File: src/design/slms_pkg.sv
`timescale 1ns / 1ps
// Shared types, field widths and codes for the sparse local mean subtract unit.
// No dependencies; every other file of the block depends on this package.
package slms_pkg;

  // Transaction field widths.
  localparam int POS_X_W    = 6;
  localparam int POS_Y_W    = 6;
  localparam int POS_Z_W    = 5;
  localparam int VOXEL_W    = 16;
  localparam int RESULT_W   = 16;

  // Configuration port and register widths.
  localparam int CFG_IDX_W  = 4;
  localparam int CFG_DATA_W = 8;
  localparam int DIM_XY_W   = 7;
  localparam int DIM_Z_W    = 6;
  localparam int STEP_W     = 5;

  // Neighbour coordinates can reach one below the largest dimension value.
  localparam int NB_XY_W    = 7;
  localparam int NB_Z_W     = 6;
  // Three times the largest step.
  localparam int DIST_W     = 7;
  // Neighbour count and its upper bound.
  localparam int CNT_W         = 5;
  localparam int MAX_NEIGHBORS = 18;

  // Default sizes of the storage.
  localparam int DEF_MAX_WIDTH   = 64;
  localparam int DEF_MAX_HEIGHT  = 64;
  localparam int DEF_MAX_DEPTH   = 32;
  localparam int DEF_SAMPLE_BITS = 16;

  // Register reset values.
  localparam logic [DIM_XY_W-1:0] RST_VOL_WIDTH  = 7'd64;
  localparam logic [DIM_XY_W-1:0] RST_VOL_HEIGHT = 7'd64;
  localparam logic [DIM_Z_W-1:0]  RST_VOL_DEPTH  = 6'd32;
  localparam logic [STEP_W-1:0]   RST_RING_STEP  = 5'd5;

  typedef enum logic {
    OP_WRITE = 1'b0,
    OP_QUERY = 1'b1
  } op_t;

  typedef logic [CFG_IDX_W-1:0]  cfg_idx_t;
  typedef logic [CFG_DATA_W-1:0] cfg_data_t;

  localparam cfg_idx_t REG_VOL_WIDTH  = 4'd0;
  localparam cfg_idx_t REG_VOL_HEIGHT = 4'd1;
  localparam cfg_idx_t REG_VOL_DEPTH  = 4'd2;
  localparam cfg_idx_t REG_RING_STEP  = 4'd3;

endpackage

File: src/design/slms_div.sv
`timescale 1ns / 1ps
// Iterative restoring divider, one quotient bit per cycle.
// Imports slms_pkg; no other dependency.
module slms_div #(
  parameter int NUM_W = 21,
  parameter int DEN_W = 5
) (
  input  logic             clk,
  input  logic             rst,
  input  logic             start,
  input  logic [NUM_W-1:0] num,
  input  logic [DEN_W-1:0] den,
  output logic             busy,
  output logic             done,
  output logic [NUM_W-1:0] quo
);
  import slms_pkg::*;

  localparam int CW = $clog2(NUM_W + 1);

  logic [DEN_W-1:0] rem;
  logic [DEN_W-1:0] rem_next;
  logic [DEN_W-1:0] den_q;
  logic [CW-1:0]    cnt;
  logic [DEN_W:0]   rem_sh;
  logic             q_bit;

  // Shift in the next dividend bit and try to subtract the divisor.
  always_comb begin
    rem_sh = {rem, quo[NUM_W-1]};
    if (rem_sh >= {1'b0, den_q}) begin
      rem_next = DEN_W'(rem_sh - {1'b0, den_q});
      q_bit    = 1'b1;
    end else begin
      rem_next = rem_sh[DEN_W-1:0];
      q_bit    = 1'b0;
    end
  end

  always_ff @(posedge clk) begin
    if (rst) begin
      busy <= 1'b0;
      done <= 1'b0;
      cnt  <= '0;
    end else begin
      // The quotient is complete after the last of NUM_W steps.
      done <= busy && !start && (cnt == CW'(1));
      if (start) begin
        quo   <= num;
        rem   <= '0;
        den_q <= den;
        cnt   <= CW'(NUM_W);
        busy  <= 1'b1;
      end else if (busy) begin
        rem <= rem_next;
        quo <= {quo[NUM_W-2:0], q_bit};
        cnt <= cnt - CW'(1);
        if (cnt == CW'(1)) begin
          busy <= 1'b0;
        end
      end
    end
  end

endmodule

File: config.mk
export PLATFORM = sky130hd
export DESIGN_NAME = slms_div
export DESIGN_NICKNAME = d
export VERILOG_FILES = /design/src/design/slms_pkg.sv /design/src/design/slms_div.sv
export SDC_FILE = /design/constraint.sdc
export NUM_CORES = 1
export LEC_CHECK = 0
export BUFFER_PORTS_ARGS = -buffer_cell sky130_fd_sc_hd__buf_4
export CAP_MARGIN = 40
export CORE_MARGIN = 2
export CORE_UTILIZATION = 51
export DETAILED_ROUTE_END_ITERATION = 7
export PLACE_DENSITY = 0.79
export SYNTH_ARGS = -nofsm -noshare
export SYNTH_HDL_FRONTEND = slang
export SYNTH_SLANG_ARGS = --single-unit
File: constraint.sdc
create_clock -name clk -period 2.5 [get_ports clk]
set_input_delay 0.375 -clock clk [delete_from_list [all_inputs] [get_ports clk]]
set_output_delay 0.375 -clock clk [all_outputs]
set_load 0.005 [all_outputs]
==> run_results.csv, run 1 <==
group,metric,value,unit
placed_design,place_inst,229,
timing,finalSetupViolCount,0,
pwr,vdd_drop_max,375,uV
clocking,post_cts_resize_count,0,
timing,relSlewSlack,67.9,%
setup_path,critPathMaxStageDelay,0.40,ns
pwr,finalPower,1.33,mW
synth,synth_area_per_cell,13.4,um2
timing,fin_tns_setup,0,ns
timing,max_freq,477,MHz
route,ant_nets,0,
synth,synth.distinct_cells,32,
layout,antenna_cells,0,
layout,n_fill_cell,290,
placed_design,hpwl,2570,um
global_routing,grt_pass1_vias,1269,
pwr,power_density,581,nW/um2
die,die_w,63.4,um
pwr,p_leak,0.920,nW
route,first_pass_iters,4,
setup_path,crit_chain,"inv_1 > ha_1 > inv_1 > fa_1 > a21o_1 > a31oi_2 > a21oi_1 > o21a_1",
setup_path,worst_setup_path_start_kind,"flop",
setup_path,endpoint_kind,"flop",
clocking,cts_tree,"built",
route,first_iter_violations,45,
clocking,clkLatencyLatePin,0.33,ns
synth,ys_ff_latch,38,
synth,ys_seq_area_share,59.6,%
timing,clock-skew-final,0.00786,ns
clocking,cts_root_buf,"clkbuf_4",
clocking,htreeDepth,2,
timing,worstMarginPinSlew,0.479,ns
global_routing,overflow,0,
global_routing,grtUsageMet3,6.07,%
die,fp-row-count,21,
timing,grt_setup_unrepaired,"no",
layout,syn_to_final_growth,27.3,%
route,wire_per_inst,14.4,um
synth,syn_inst,134,
setup_path,critPathSlowestCell,"edfxtp_1",
global_routing,grt_util_met2,30.4,%
hold_path,hold_class,"input port to flop",
global_routing,top_usage_layer,"met2",
global_routing,grt_pass1_wl,5790,um
setup_path,crit_family,"compound AO/OA/AOI/OAI gates",
route,routed_wl,3420,um
synth,synth_area,1800,um2
setup_path,crit_buf_inv,2,
route,drc,0,
clocking,clkSlewWorstSetupHoldPaths,0.11,ns
layout,stdcell_count,237,
setup_path,critical_path_class,"flop to flop",
global_routing,antenna_found_initial,0,
clocking,cts_setup_buffers,0,
timing,final.period_utilization,83.9,%
clocking,clock_sinks,38,
setup_path,required,2.60,ns
placed_design,dp_slack,0.416,ns
placed_design,io_buffers,51,
synth,synthesis.nets,171,
layout,drive_gt1_share,45.0,%
clocking,hold_buffers,0,
global_routing,grt_max_degree,31,
global_routing,grtUsageTotal,18.9,%
die,dieArea,4010,um2
setup_path,cp_common_cell,"inv_1",
layout,final_util,68.0,%
clocking,ctsLongestPathBuffers,2,
setup_path,critPathArrivalTime,2.20,ns
setup_path,worst-path-max-fanout,5,
timing,fin_crit,2.10,ns
die,core,3360,um2
layout,fin_nets,227,
die,io-pin-count,52,
route,vias_per_cell,5.23,
synth,ys_warn_count,0,
timing,finalHoldViolCount,0,
clocking,numCtsBuffers,5,
die,start_util,53.4,%
outcome,outcome,"finished, final reports clean",
timing,maxSlewViolCount,0,
die,die_h,63.4,um
global_routing,use_met1,23.8,%
run,cap_violations,0,
placed_design,place.gp.congestion,0.897,
route,num_vias,1240,
timing,setup_ws,0.401,ns
==> registers in the layout, summed over array words and instances, names as in the netlist <==
name / flops
quo: 21
den_q: 5
done: 1
rem: 5
cnt: 5
busy: 1
==> worst reg2reg max path: cells and delay by family (launching register included) <==
family	cells	cell delay [ns]
flip-flops	1	0.40
buffers and inverters	2	0.14
AO/OA/AOI/OAI	4	0.78
adder cells (fa/ha/maj)	2	0.54
==> worst paths after layout <==
| path | endpoint | slack, ns | cells after the start | start |
|---|---|---|---|---|
| worst min-delay path | den_q[2] | 0.21 | 1 | den[2] |
| worst min register to register | done | 0.51 | 1 | cnt[3] |
| worst max-delay path | rem[0] | 0.40 | 8 | quo[20] |
| worst max register to register | rem[0] | 0.40 | 8 | quo[20] |
==> report_power, final <==
group,leakage (nW),internal [mW],switching [mW]
registers,0.353,0.742,0.0293
clock network,0.0297,0.106,0.188
logic,0.537,0.139,0.124
total,0.920,0.986,0.342
==> cells in the final DEF, fill, tap and decap left out, types with 2 or more instances in the layout <==
cell       n
inv_1      9
nor3_1     7
nand2b_1   2
dfxtp_1    7
buf_4     53
o21a_1     2
nand2_1    3
ha_1       7
mux2_2    20
nor4_1     2
xnor2_1    3
xor2_1     2
edfxtp_1  31
nor2_1    10
a21oi_1    8
clkbuf_4   5
==> cells in the mapped netlist <==
cell | instances | area [um2]
edfxtp_1 | 31 | 931
mux2_2 | 20 | 225
nor2_1 | 11 | 41.3
inv_1 | 9 | 33.8
a21oi_1 | 8 | 40.0
dfxtp_1 | 7 | 140
ha_1 | 7 | 87.6
nor3_1 | 7 | 35.0
nand2_1 | 3 | 11.3
xnor2_1 | 3 | 26.3
buf_2 | 2 | 10.0
clkbuf_1 | 2 | 7.51
nand2b_1 | 2 | 12.5
nor4_1 | 2 | 12.5
o21a_1 | 2 | 15.0
xor2_1 | 2 | 17.5
a2111oi_0 | 1 | 8.76
a2111oi_1 | 1 | 10.0
a21o_1 | 1 | 7.51
a21o_2 | 1 | 8.76
a31o_1 | 1 | 8.76
a31oi_2 | 1 | 12.5
and2_1 | 1 | 6.26
fa_1 | 1 | 20.0
nand3_1 | 1 | 5.00
nand3_2 | 1 | 10.0
nand4_1 | 1 | 6.26
nor4b_2 | 1 | 15.0
o21ai_0 | 1 | 5.00
o21ai_1 | 1 | 5.00
o21ai_2 | 1 | 8.76
o31ai_2 | 1 | 12.5
==> cells by family (layout without fill, tap and decap cells) <==
kind of cell | count (synthesis) | count (layout) | share of synthesized area, %
xor gates and xnor gates | 5 | 5 | 2.44
and+or+nand+nor | 30 | 30 | 8.63
DFF | 38 | 38 | 59.6
adders and majority gates | 8 | 8 | 5.99
AOI/OAI and AO/OA | 20 | 20 | 7.94
buffers and inverters | 13 | 70 | 2.86
muxes | 20 | 20 | 12.5
==> layer usage <==
layer / part of all wire (%) / vias up
met2: 50 / 35
met1: 42 / 594
met4: 0.99 / 0
met3: 6.4 / 4
li1: - / 607
met5: 0 / -
==> area by class of cell <==
class | count | area (um2) | area share (%)
repair buffers | 53 | 398 | 17.4
well taps | 46 | 57.6 | 2.52
multi-input cells | 83 | 677 | 29.6
inverters | 9 | 33.8 | 1.48
clock buffers | 6 | 41.3 | 1.81
flip-flops and latches | 38 | 1070 | 46.8
clock inverters | 2 | 8.76 | 0.383
==> per-stage QoR <==
stage                     cell area (um2)  hold WS (ns)
final                                2290         0.211
after global routing                 2290         0.187
after CTS                            2290         0.191
after detailed placement             2240         0.498
after global placement               2240         0.495
after floorplan                      1800         0.464
No activity file was read; power rests on OpenSTA's default activity.
==> run 2: changes to the inputs <==
--- a/config.mk
+++ b/config.mk
@@ -5,12 +5,13 @@
 export SDC_FILE = /design/constraint.sdc
 export NUM_CORES = 1
 export LEC_CHECK = 0
+export ABC_AREA = 1
 export BUFFER_PORTS_ARGS = -buffer_cell sky130_fd_sc_hd__buf_4
 export CAP_MARGIN = 40
 export CORE_MARGIN = 2
 export CORE_UTILIZATION = 51
 export DETAILED_ROUTE_END_ITERATION = 7
-export PLACE_DENSITY = 0.79
+export PLACE_DENSITY = 0.78
 export SYNTH_ARGS = -nofsm -noshare
 export SYNTH_HDL_FRONTEND = slang
 export SYNTH_SLANG_ARGS = --single-unit
==> constraint.sdc (replaced) <==
create_clock -name clk -period 2 [get_ports clk]
set_input_delay 0.3 -clock clk [delete_from_list [all_inputs] [get_ports clk]]
set_output_delay 0.3 -clock clk [all_outputs]
set_load 0.005 [all_outputs]
==> run 2 against run 1 <==
Combinational power increased by 27%. Cell count increased by 26%. Clock skew increased by 0.0022 ns. Synthesized cell count increased by 46%. Register-to-register slack got worse by 0.22 ns. Global-route usage increased by 0.22 points. Critical endpoint is now rem[2].
==> run_results.csv, run 2 <==
group,metric,value,unit
layout,multiInputGateArea,664,um2
timing,hold_slack,0.130,ns
synth,ys_ff_latch,38,
layout,largest_reg_flops,21,
synth,synth_xor_area_share,0.477,%
synth,ys.flop_type,"edfxtp_1",
placed_design,hpwl,2650,um
synth,synthAdderAreaFrac,5.85,%
die,core,3390,um2
layout,layout_commonest_cell,"nand2_1",
setup_path,regToRegSetupSlack,0.19,ns
timing,worstMarginPinSlew,0.407,ns
global_routing,overflow,0,
clocking,clkLatencyLatePin,0.34,ns
timing,clock-skew-final,0.0101,ns
route,wire_per_inst,12.1,um
outcome,outcome,"finished, final reports clean",
clocking,clock_sinks,38,
setup_path,required,2.12,ns
global_routing,grt_pass1_vias,1360,
route,vias_per_cell,4.79,
synth,ys_seq_area_share,58.3,%
global_routing,grt_pass1_wl,5870,um
clocking,cts_root_buf,"clkbuf_4",
route,num_vias,1427,
placed_design,dp_slack,0.189,ns
run,cap_violations,0,
synth,synth_top_family_by_area,"simple AND/OR/NAND/NOR gates",
synth,async_flop_share,0,%
setup_path,r2r-start,"quo[20]",
setup_path,worst_setup_path_start_kind,"flop",
setup_path,rr_worst_depth,10,
layout,regMostFlops,"quo",
timing,relSlewSlack,72.8,%
die,dieArea,4100,um2
route,first_pass_iters,4,
placed_design,io_buffers,51,
setup_path,endpoint_kind,"flop",
synth,synth_most_common_cell,"nand2_1",
route,routed_wl,3600,um
die,fp-row-count,21,
pwr,vdd_drop_max,411,uV
layout,drive_gt1_share,27.4,%
timing,final.period_utilization,90.7,%
layout,layout_common_cells,"nand2_1 (79), buf_4 (54), edfxtp_1 (31)",
layout,antenna_cells,0,
synth,synth_compound_area_share,3.27,%
timing,grt_setup_unrepaired,"no",
timing,setup_ws,0.186,ns
layout,syn_to_final_growth,26.4,%
timing,maxSlewViolCount,0,
setup_path,critPathLaunch,"quo[20]",
global_routing,grt_max_degree,27,
synth,synthesis.nets,233,
clocking,cts_tree,"built",
layout,fin_nets,288,
synth,syn_inst,196,
synth,synth_area_leaders,"edfxtp_1 (51%), nand2_1 (16%), dfxtp_1 (7.6%)",
hold_path,hold_class,"input port to flop",
clocking,post_cts_resize_count,0,
setup_path,r2r_end,"rem[2]",
clocking,ctsLongestPathBuffers,2,
clocking,clkSlewWorstSetupHoldPaths,0.12,ns
pwr,p_leak,1.10,nW
global_routing,grtUsageTotal,19.2,%
synth,synth_edf_count,31,
pwr,power_density,722,nW/um2
setup_path,critPathArrivalTime,1.93,ns
die,io-pin-count,52,
timing,fin_crit,1.81,ns
placed_design,place.gp.congestion,0.855,
timing,max_freq,551,MHz
die,die_w,64.0,um
route,ant_nets,0,
synth,synthMuxAreaShare,0,%
timing,finalHoldViolCount,0,
layout,n_fill_cell,269,
layout,ff_latch_area,1070,um2
setup_path,critPathCapture,"rem[2]",
setup_path,critical_path_class,"flop to flop",
placed_design,placed_area,2270,um2
synth,yosys.area_share.simple,26.4,%
setup_path,worst-path-max-fanout,7,
synth,synth_area,1840,um2
route,first_iter_violations,30,
timing,fin_tns_setup,0,ns
clocking,numCtsBuffers,5,
layout,postLayoutCellArea,2320,um2
synth,synth_top_cell_area_share,50.6,%
clocking,hold_buffers,0,
synth,yosys-top-cells-count,"nand2_1 (79), edfxtp_1 (31), inv_1 (19)",
die,start_util,54.2,%
timing,finalSetupViolCount,0,
synth,synth_area_per_cell,9.38,um2
route,drc,0,
clocking,htreeDepth,2,
synth,synth.distinct_cells,26,
global_routing,antenna_found_initial,0,
die,die_h,64.0,um
synth,ys_warn_count,0,
clocking,cts_setup_buffers,0,
synth,synth_area_leader_cell,"edfxtp_1",
## run 2: worst min path at each step
stage                     startpoint  endpoint  slack [ns]  cells past startpoint
after CTS                     den[2]  den_q[2]        0.11                      1
after global placement        cnt[4]    cnt[4]        0.46                      2
after floorplan                  rst    cnt[4]        0.37                      1
after global routing          den[3]  den_q[3]         0.1                      1
after detailed placement      cnt[4]    cnt[4]        0.47                      2
final                         den[2]  den_q[2]        0.13                      1
## run 2: power breakdown
part,internal [mW],switching (mW),leakage [nW]
clock network,0.131,0.254,0.0286
registers,0.926,0.0337,0.355
logic,0.156,0.177,0.716
total,1.21,0.465,1.10
## run 2: worst max-delay path: stages, from the launching register on
cell and delay, ns:
edfxtp_1 0.43, inv_1 0.08, ha_1 0.13, inv_1 0.05
fa_1 0.39, nand2_1 0.10, nand2_2 0.08, nand3_4 0.09
nand2_4 0.08, nor2_1 0.11, nor2_1 0.05
## run 2: stage by stage
stage	power [mW]	instances	utilization (%)
finish	1.68	298	68.5
CTS	1.70	298	68.5
detailed placement	1.31	290	67.0
floorplan	1.17	196	-
global route	1.78	298	68.5
global placement	1.30	290	67.0
## run 2: layer usage
metal	vias to the layer above	GRT usage, %	routed length [um]
li1	742	-	-
met1	641	22.0	1530
met2	36	33.2	1820
met3	8	5.28	167
met4	0	8.42	76
met5	-	0	0
## run 2: cells by family after synthesis
logic type	Yosys count
compound gates	10
fa+ha+maj	8
flops	38
simple gates	114
xor+xnor	1
buf+inv	25
## run 2: layout make-up
| cell class | instances | area share [%] |
|---|---|---|
| Clock buffer | 5 | 1.62 |
| Tap cell | 46 | 2.48 |
| Sequential cell | 38 | 46.1 |
| Inverter | 19 | 3.07 |
| Multi-Input combinational cell | 133 | 28.6 |
| Clock inverter | 3 | 0.700 |
| Timing Repair Buffer | 54 | 17.4 |
